## src/sv/box_average_filter_defines.svh

```systemverilog
// Assertion macros shared by the box average filter modules.
// Each macro expects clk and rst_n in scope; the bodies are empty for synthesis.
`ifndef BOX_AVERAGE_FILTER_DEFINES_SVH
`define BOX_AVERAGE_FILTER_DEFINES_SVH
`ifndef SYNTHESIS
// property checked at every edge outside reset
`define BAVG_ASSERT(lbl, prop, msg) \
  lbl: assert property (@(posedge clk) disable iff (!rst_n) prop) else $error(msg);
// condition implies a consequence in the next cycle
`define BAVG_ASSERT_NEXT(lbl, ante, cons, msg) \
  lbl: assert property (@(posedge clk) disable iff (!rst_n) (ante) |=> (cons)) else $error(msg);
`else
`define BAVG_ASSERT(lbl, prop, msg)
`define BAVG_ASSERT_NEXT(lbl, ante, cons, msg)
`endif
`endif

```

## src/sv/bavg_pkg.sv

```systemverilog
`timescale 1ns / 1ps
// Shared types and constants of the box average filter.
// No dependencies; used by the controller, datapath and top level.
package bavg_pkg;

  // port field widths
  localparam int PIXEL_W      = 16;
  localparam int AVG_W        = 16;
  localparam int CENTER_ROW_W = 12;
  localparam int CENTER_COL_W = 10;

  // running sums wrap at these widths
  localparam int COLSUM_W = 20;
  localparam int WINSUM_W = 24;

  // frame geometry
  localparam int MAX_HEIGHT = 4096;
  localparam int HEIGHT_W   = 13;
  localparam int ROW_W      = 12;

  // configuration port
  localparam int CFG_INDEX_W  = 2;
  localparam int CFG_DATA_W   = 13;
  localparam int WIDTH_REG_W  = 11;
  localparam int HEIGHT_REG_W = 13;
  localparam int WINDOW_REG_W = 4;

  localparam logic [CFG_INDEX_W-1:0] REG_IMAGE_WIDTH  = CFG_INDEX_W'(0);
  localparam logic [CFG_INDEX_W-1:0] REG_IMAGE_HEIGHT = CFG_INDEX_W'(1);
  localparam logic [CFG_INDEX_W-1:0] REG_WINDOW_SIZE  = CFG_INDEX_W'(2);

  localparam int RST_IMAGE_WIDTH  = 1024;
  localparam int RST_IMAGE_HEIGHT = 1024;
  localparam int RST_WINDOW_SIZE  = 3;

  // controller to datapath
  typedef struct packed {
    logic accept;    // capture pixel, launch memory reads
    logic update;    // write back sums, advance position
    logic multiply;  // form window sum times reciprocal
    logic load;      // move the result into the output register
  } bavg_cmd_t;

  // datapath to controller
  typedef struct packed {
    logic emit;      // the last updated pixel completes a window
  } bavg_status_t;

endpackage

```

## src/sv/bavg_ctrl.sv

```systemverilog
`timescale 1ns / 1ps
// Sequencing state machine of the box average filter: handshakes and commands.
// Depends on bavg_pkg and box_average_filter_defines.svh.
`include "box_average_filter_defines.svh"
module bavg_ctrl
  import bavg_pkg::*;
(
  input  logic         clk,
  input  logic         rst_n,
  input  logic         in_valid,
  output logic         in_ready,
  output logic         out_valid,
  input  logic         out_ready,
  input  bavg_status_t status,
  output bavg_cmd_t    cmd
);

  localparam logic [1:0] S_IDLE   = 2'd0;
  localparam logic [1:0] S_UPDATE = 2'd1;
  localparam logic [1:0] S_MULT   = 2'd2;
  localparam logic [1:0] S_EMIT   = 2'd3;

  logic [1:0] state_r, state_nxt;
  logic       out_valid_r, out_valid_nxt;
  logic       out_free;

  always_comb begin
    out_free  = !out_valid_r || out_ready;
    state_nxt = state_r;
    cmd       = '0;
    unique case (state_r)
      S_IDLE: begin
        if (in_valid) begin
          cmd.accept = 1'b1;
          state_nxt  = S_UPDATE;
        end
      end
      S_UPDATE: begin
        cmd.update = 1'b1;
        state_nxt  = S_MULT;
      end
      S_MULT: begin
        // drop straight back to idle for border pixels
        cmd.multiply = status.emit;
        state_nxt    = status.emit ? S_EMIT : S_IDLE;
      end
      S_EMIT: begin
        if (out_free) begin
          cmd.load  = 1'b1;
          state_nxt = S_IDLE;
        end
      end
      default: state_nxt = S_IDLE;
    endcase

    if (cmd.load) begin
      out_valid_nxt = 1'b1;
    end else if (out_ready) begin
      out_valid_nxt = 1'b0;
    end else begin
      out_valid_nxt = out_valid_r;
    end
  end

  always_ff @(posedge clk) begin
    if (!rst_n) begin
      state_r     <= S_IDLE;
      out_valid_r <= 1'b0;
    end else begin
      state_r     <= state_nxt;
      out_valid_r <= out_valid_nxt;
    end
  end

  assign in_ready  = (state_r == S_IDLE);
  assign out_valid = out_valid_r;

  `BAVG_ASSERT(a_load_into_free_slot, cmd.load |-> out_free, "result loaded over a pending one")
  `BAVG_ASSERT_NEXT(a_accept_starts_update, in_valid && in_ready, state_r == S_UPDATE, "no update after transfer")
  `BAVG_ASSERT(a_emit_needs_window, state_r == S_EMIT |-> status.emit, "emit state without a full window")
  `BAVG_ASSERT_NEXT(a_load_shows_result, cmd.load, out_valid_r, "loaded result not presented")

endmodule

```

## config.mk

```make
export PLATFORM = sky130hd
export DESIGN_NAME = bavg_ctrl
export DESIGN_NICKNAME = d
export VERILOG_FILES = /design/src/sv/bavg_pkg.sv /design/src/sv/bavg_ctrl.sv
export VERILOG_INCLUDE_DIRS = /design/src /design/src/sv
export SDC_FILE = /design/constraint.sdc
export NUM_CORES = 1
export LEC_CHECK = 0
export ABC_AREA = 0
export BUFFER_PORTS_ARGS = -buffer_cell sky130_fd_sc_hd__buf_2
export CORE_AREA = 2 2 39 41
export DETAILED_ROUTE_END_ITERATION = 16
export DIE_AREA = 0 0 41 43
export PLACE_DENSITY_LB_ADDON = 0.1
export SYNTH_ARGS = -nofsm -noshare
export SYNTH_HDL_FRONTEND = slang
export SYNTH_SLANG_ARGS = --single-unit
```

## constraint.sdc

```tcl
create_clock -name clk -period 2.1 [get_ports clk]
set_clock_uncertainty 0.2 [all_clocks]
set_input_delay 0.105 -clock clk [delete_from_list [all_inputs] [get_ports clk]]
set_output_delay 0.105 -clock clk [all_outputs]
set_load 0.1 [all_outputs]
```

==> results of run 1 <==
## path summary, 6_finish.rpt
check	startpoint	end	slack [ps]	depth (start not counted)
min	in_valid	state_r[0]	8	3
max reg2reg	state_r[1]	state_r[0]	920	2
min reg2reg	out_valid	out_valid	350	2
max	state_r[1]	cmd[0]	420	3
## final cells by class
class / count / area share
clock buffers: 4 / 0.0981
inverters: 1 / 0.0140
multi-input cells: 14 / 0.364
flip-flops and latches: 3 / 0.224
well taps: 16 / 0.0748
repair buffers: 11 / 0.224
## timing repair
| action | CTS | global route |
|---|---|---|
| setup endpoints to repair | 0 | 0 |
| gates resized for setup | 0 | 0 |
| hold buffers | 1 | 0 |
| hold endpoints to repair | 3 | 0 |
## registers in the layout, summed over array words and instances (netlist names)
signal	count
state_r	2
out_valid	1
## placed cells by master, fill, tap and decap left out
cell and count:
and2_2 1, nor2_4 1, dfxtp_1 3, o32ai_1 1
nor2b_1 1, clkbuf_4 3, inv_1 1, nand2b_1 2
buf_2 10, mux2i_1 1, a311oi_1 1, a21oi_1 2
and2b_2 1, nor2_1 1, dlygate4sd3_1 1, clkbuf_1 1
nand2_2 1, nand2_1 1
## cells by family (layout without fill, tap and decap cells)
group	Yosys count	count (layout)	synth area share
flops	3	3	0.350
buf+inv	3	16	0.131
compound gates	4	4	0.161
simple gates	9	9	0.299
mux	1	1	0.0584
## tightest hold or removal path: cells and delay by family
family	cells	cell delay, ps
AO/OA/AOI/OAI	1	140
multiplexers	1	60
buffers and inverters	1	80
## report_power, final
part	switching, mW	internal, mW	leakage [nW]	total (mW)
Clock	0.0300	0.0712	0.0150	0.101
Sequential	0.00667	0.0603	0.0246	0.0670
Combinational	0.0594	0.0168	0.0845	0.0762
## metal layers
layer,global-route usage,vias up,wire [um]
li1,-,92,-
met1,0.0701,77,170
met2,0.0781,10,197
met3,0.0157,2,50
met4,0.120,0,12
met5,0,-,0
==> flow_summary.json, run 1 <==
{
  "grt_pass1_vias": 178,
  "syn_to_final_growth_pct": 56.2,
  "clk_pin_slew_ps": 40,
  "p_total_uw": 244,
  "syn_area_um2": 171,
  "post_drt_via_cell_ratio": 3.69,
  "synth_enable_flop_cells": 0,
  "multi_input_area_um2": 97.6,
  "synth_top_area_share": 0.350,
  "cts_tree": "yes",
  "grt_pass1_wl_um": 703,
  "ios": 11,
  "start_util": 0.124,
  "vdd_drop_max_mv": 0.256,
  "timing.slew.headroom": 0.678,
  "slew_violations": 0,
  "die_w_um": 41,
  "hold_violations": 0,
  "max_stage_delay_ps": 500,
  "stdcell_area_um2": 268,
  "max-clock-path-buffers": 2,
  "final_util": 0.193,
  "setup_violations": 0,
  "drive_gt1_frac": 0.515,
  "gp_congestion": 0.621,
  "rows": 14,
  "drtIter0Drc": 0,
  "slowest_stage": "dfxtp_1",
  "cp_cell_sequence": "nand2_2 > nor2b_1 > buf_2",
  "yosysTopAreaCell": "dfxtp_1",
  "synth_area_leaders": "dfxtp_1 35%, nand2b_1 7.3%, buf_6 6.6%",
  "n_antenna_cell": 0,
  "syn_avg_cell_area_um2": 8.57,
  "rsz0062_at_grt": "no",
  "drc_errors": 0,
  "cts_made_buffers": 3,
  "fillers": 165,
  "place_ws_ps": 651,
  "ant_nets": 0,
  "numPortBuffers": 10,
  "dieArea_um2": 1760,
  "max_cap_viol_count": 0,
  "min_path_type": "in2reg",
  "final_nets": 39,
  "ys_ff_latch": 3,
  "cp.arrival_ps": 1380,
  "synth_common_cells": "3 x dfxtp_1, 2 x a21oi_1, 2 x nand2b_1, 2 x nor2_1",
  "outcome": "finished, final reports clean",
  "cts-root-buf": "clkbuf_4",
  "critPathRequiredTime_ps": 1790,
  "fin_crit_sh": 0.801,
  "yosys_warnings": 0,
  "crit_type": "reg2out",
  "htree_levels": 1,
  "setup_tns_ps": 0,
  "cp_num_buf_inv": 1,
  "fin_ws_ps": 419,
  "syn-num-nets": 25,
  "finalNonFillerCells": 49,
  "async_flop_share": 0,
  "clock_sinks": 3,
  "dr.pass1.iters": 1,
  "overflow": 0,
  "clk_latency_ps": 230,
  "yosysMostFrequentCell": "dfxtp_1",
  "ys_seq_area_frac": 0.350,
  "synth_ff_type": "dfxtp_1",
  "antenna_found_initial": 0,
  "seqCellArea_um2": 60.1,
  "syn_inst": 20,
  "grt_util_all_layers": 0.0681,
  "cts_setup_buffers": 0,
  "routed_wl_um": 432,
  "dp.cells": 44,
  "coreArea_um2": 1380,
  "holdWs_ps": 7.99,
  "dieHeight_um": 43,
  "setup.worst_path.start_class": "flip-flop",
  "powerDensity_nw_per_um2": 913,
  "cp_top_family": "flip-flops",
  "tightest_slew_ps": 487,
  "critPathCaptureType": "output port",
  "post-route-min-period_ps": 1680,
  "wl_per_cell_um": 8.82,
  "postPlaceCellArea_um2": 231,
  "critPathMaxFanout": 7,
  "p_leak_nw": 0.124,
  "grt_max_degree": 8,
  "ys_types": 15,
  "vias": 181,
  "fmax_mhz": 595
}
(Power assumes the default switching activity.)
==> run 2: changes to the inputs <==
ABC_AREA = 1   (was 0)
clock period = 1.6 ns   (was 2.1 ns; I/O delays follow)
==> run 2 against run 1 <==
Against the previous run: highest routed layer is now met3; global-route usage decreased by 1.7 points; clock power up 31%; critical path type unchanged; design area increased by 20%; utilization rose by 3.9 points.
==> flow_summary.json, run 2 <==
{
  "syn_avg_cell_area_um2": 6.69,
  "largest_register_ffs": 2,
  "cts_made_buffers": 3,
  "ant_nets": 0,
  "numPortBuffers": 10,
  "cts_tree": "yes",
  "setup_violations": 0,
  "gp_congestion": 0.637,
  "grt_pass1_wl_um": 586,
  "rr_startpoint": "state_r[1]",
  "clock_sinks": 3,
  "clk_latency_ps": 230,
  "outcome": "finished, final reports clean",
  "post_cts_resized": 0,
  "synth_common_cells": "5 x inv_1, 4 x nor2_1, 3 x dfxtp_1, 3 x nand2_1, 2 x a21oi_1",
  "post-route-min-period_ps": 1520,
  "ff2ff_path_depth": 3,
  "htree_levels": 1,
  "dieArea_um2": 1760,
  "cts-root-buf": "clkbuf_4",
  "drc_errors": 0,
  "ff2ff_setup_slack_ps": 80,
  "internal_power_uw": 200,
  "yosysMostFrequentCell": "inv_1",
  "setup.worst_path.start_class": "flip-flop",
  "critPathCaptureType": "output port",
  "ios": 11,
  "power.switching_uw": 132,
  "syn_area_um2": 154,
  "cp.arrival_ps": 1240,
  "pwr-share-clk": 0.396,
  "layout_common_cells": "8 x buf_2, 5 x inv_1, 4 x dlygate4sd3_1",
  "cts_setup_buffers": 0,
  "grt_pass1_vias": 190,
  "ys_types": 11,
  "hold_violations": 0,
  "timing.slew.headroom": 0.679,
  "ys_ff_latch": 3,
  "synth_top_area_share": 0.390,
  "pwr-share-seq": 0.260,
  "fmax_mhz": 659,
  "fin_crit_sh": 0.949,
  "switching_share": 0.398,
  "vdd_drop_max_mv": 0.224,
  "clk_pin_slew_ps": 40,
  "crit_type": "reg2out",
  "p_total_uw": 333,
  "min_path_type": "in2reg",
  "rows": 14,
  "synth_ff_type": "dfxtp_1",
  "grt_util_all_layers": 0.0512,
  "cts_hold_buf": 4,
  "max_cap_viol_count": 0,
  "antenna_found_initial": 0,
  "stdcell_area_um2": 322,
  "syn_to_final_growth_pct": 109,
  "syn_inst": 23,
  "critPathMaxFanout": 4,
  "dieHeight_um": 43,
  "async_flop_share": 0,
  "syn-num-nets": 28,
  "drive_gt1_frac": 0.450,
  "overflow": 0,
  "vias": 189,
  "slew_violations": 0,
  "mostFrequentLayoutCell": "buf_2",
  "coreArea_um2": 1380,
  "ys_seq_area_frac": 0.390,
  "tightest_slew_ps": 485,
  "post_drt_via_cell_ratio": 3.38,
  "p_leak_nw": 0.166,
  "critPathRequiredTime_ps": 1320,
  "die_w_um": 41,
  "dr.pass1.iters": 1,
  "wl_per_cell_um": 6.64,
  "postPlaceCellArea_um2": 255,
  "top_register": "state_r",
  "rsz0062_at_grt": "no",
  "synth_area_leaders": "dfxtp_1 39%, inv_1 12%, nor2_1 9.8%",
  "yosysTopAreaCell": "dfxtp_1",
  "r2r-end": "out_valid",
  "synth_enable_flop_cells": 0,
  "drtIter0Drc": 0,
  "combPwrFrac": 0.344,
  "max-clock-path-buffers": 2,
  "routed_wl_um": 372,
  "cp-startpoint": "state_r[0]",
  "start_util": 0.111,
  "final_nets": 46,
  "powerDensity_nw_per_um2": 1040,
  "n_antenna_cell": 0,
  "grt_max_degree": 6,
  "yosys_warnings": 0,
  "worstSetupEndpoint": "cmd[2]",
  "setup_tns_ps": 0,
  "fillers": 169
}
==> run 2: layout make-up <==
type                            instances  area (um2)  share of cell area
Clock buffer                            4        26.3              0.0817
Inverter                                5        18.8              0.0584
Multi-Input combinational cell         14        75.1               0.233
Sequential cell                         3        61.3               0.191
Tap cell                               16        20.0              0.0623
Timing Repair Buffer                   14         120               0.374
==> run 2: kinds of logic after synthesis <==
group,synth area share
compound gates,0.122
flops,0.390
buf+inv,0.171
simple gates,0.317
==> run 2: how the worst min path moves through the flow <==
stage | from | cells after the start | endpoint
finish | out_ready | 4 | state_r[1]
global route | out_ready | 4 | state_r[1]
CTS | out_ready | 6 | state_r[0]
detailed placement | rst_n | 3 | out_valid
global placement | rst_n | 3 | out_valid
floorplan | rst_n | 2 | out_valid
==> run 2: through the flow <==
stage	setup WS, ps	hold WS (ps)	util	cells
6_report	81.5	63.2	0.232	56
5_1_grt	8.94	136	0.232	56
4_1_cts	60.2	62.6	0.232	56
3_5_place_dp	314	152	0.184	48
3_3_place_gp	323	151	0.184	48
2_1_floorplan	-295	24.3	-	23
==> run 2: worst max-delay path: stages, from the launching register on <==
cell	delay, ps
dfxtp_1	420
inv_1	90
nor2_2	80
buf_2	420
==> run 2: power by group through the flow <==
stage	Combinational (mW)	Sequential (mW)	Clock (mW)
after floorplan	0.0858	0.0900	0
after global placement	0.110	0.0878	0
after detailed placement	0.110	0.0878	0
after CTS	0.116	0.0866	0.141
after global routing	0.121	0.0875	0.143
final	0.115	0.0865	0.132
==> run 2: layer usage <==
| metal | share of wire | global-route usage |
|---|---|---|
| met5 | 0 | 0 |
| met4 | 0 | 0.0600 |
| met1 | 0.36 | 0.0449 |
| met3 | 0.089 | 0.0157 |
| met2 | 0.55 | 0.0781 |
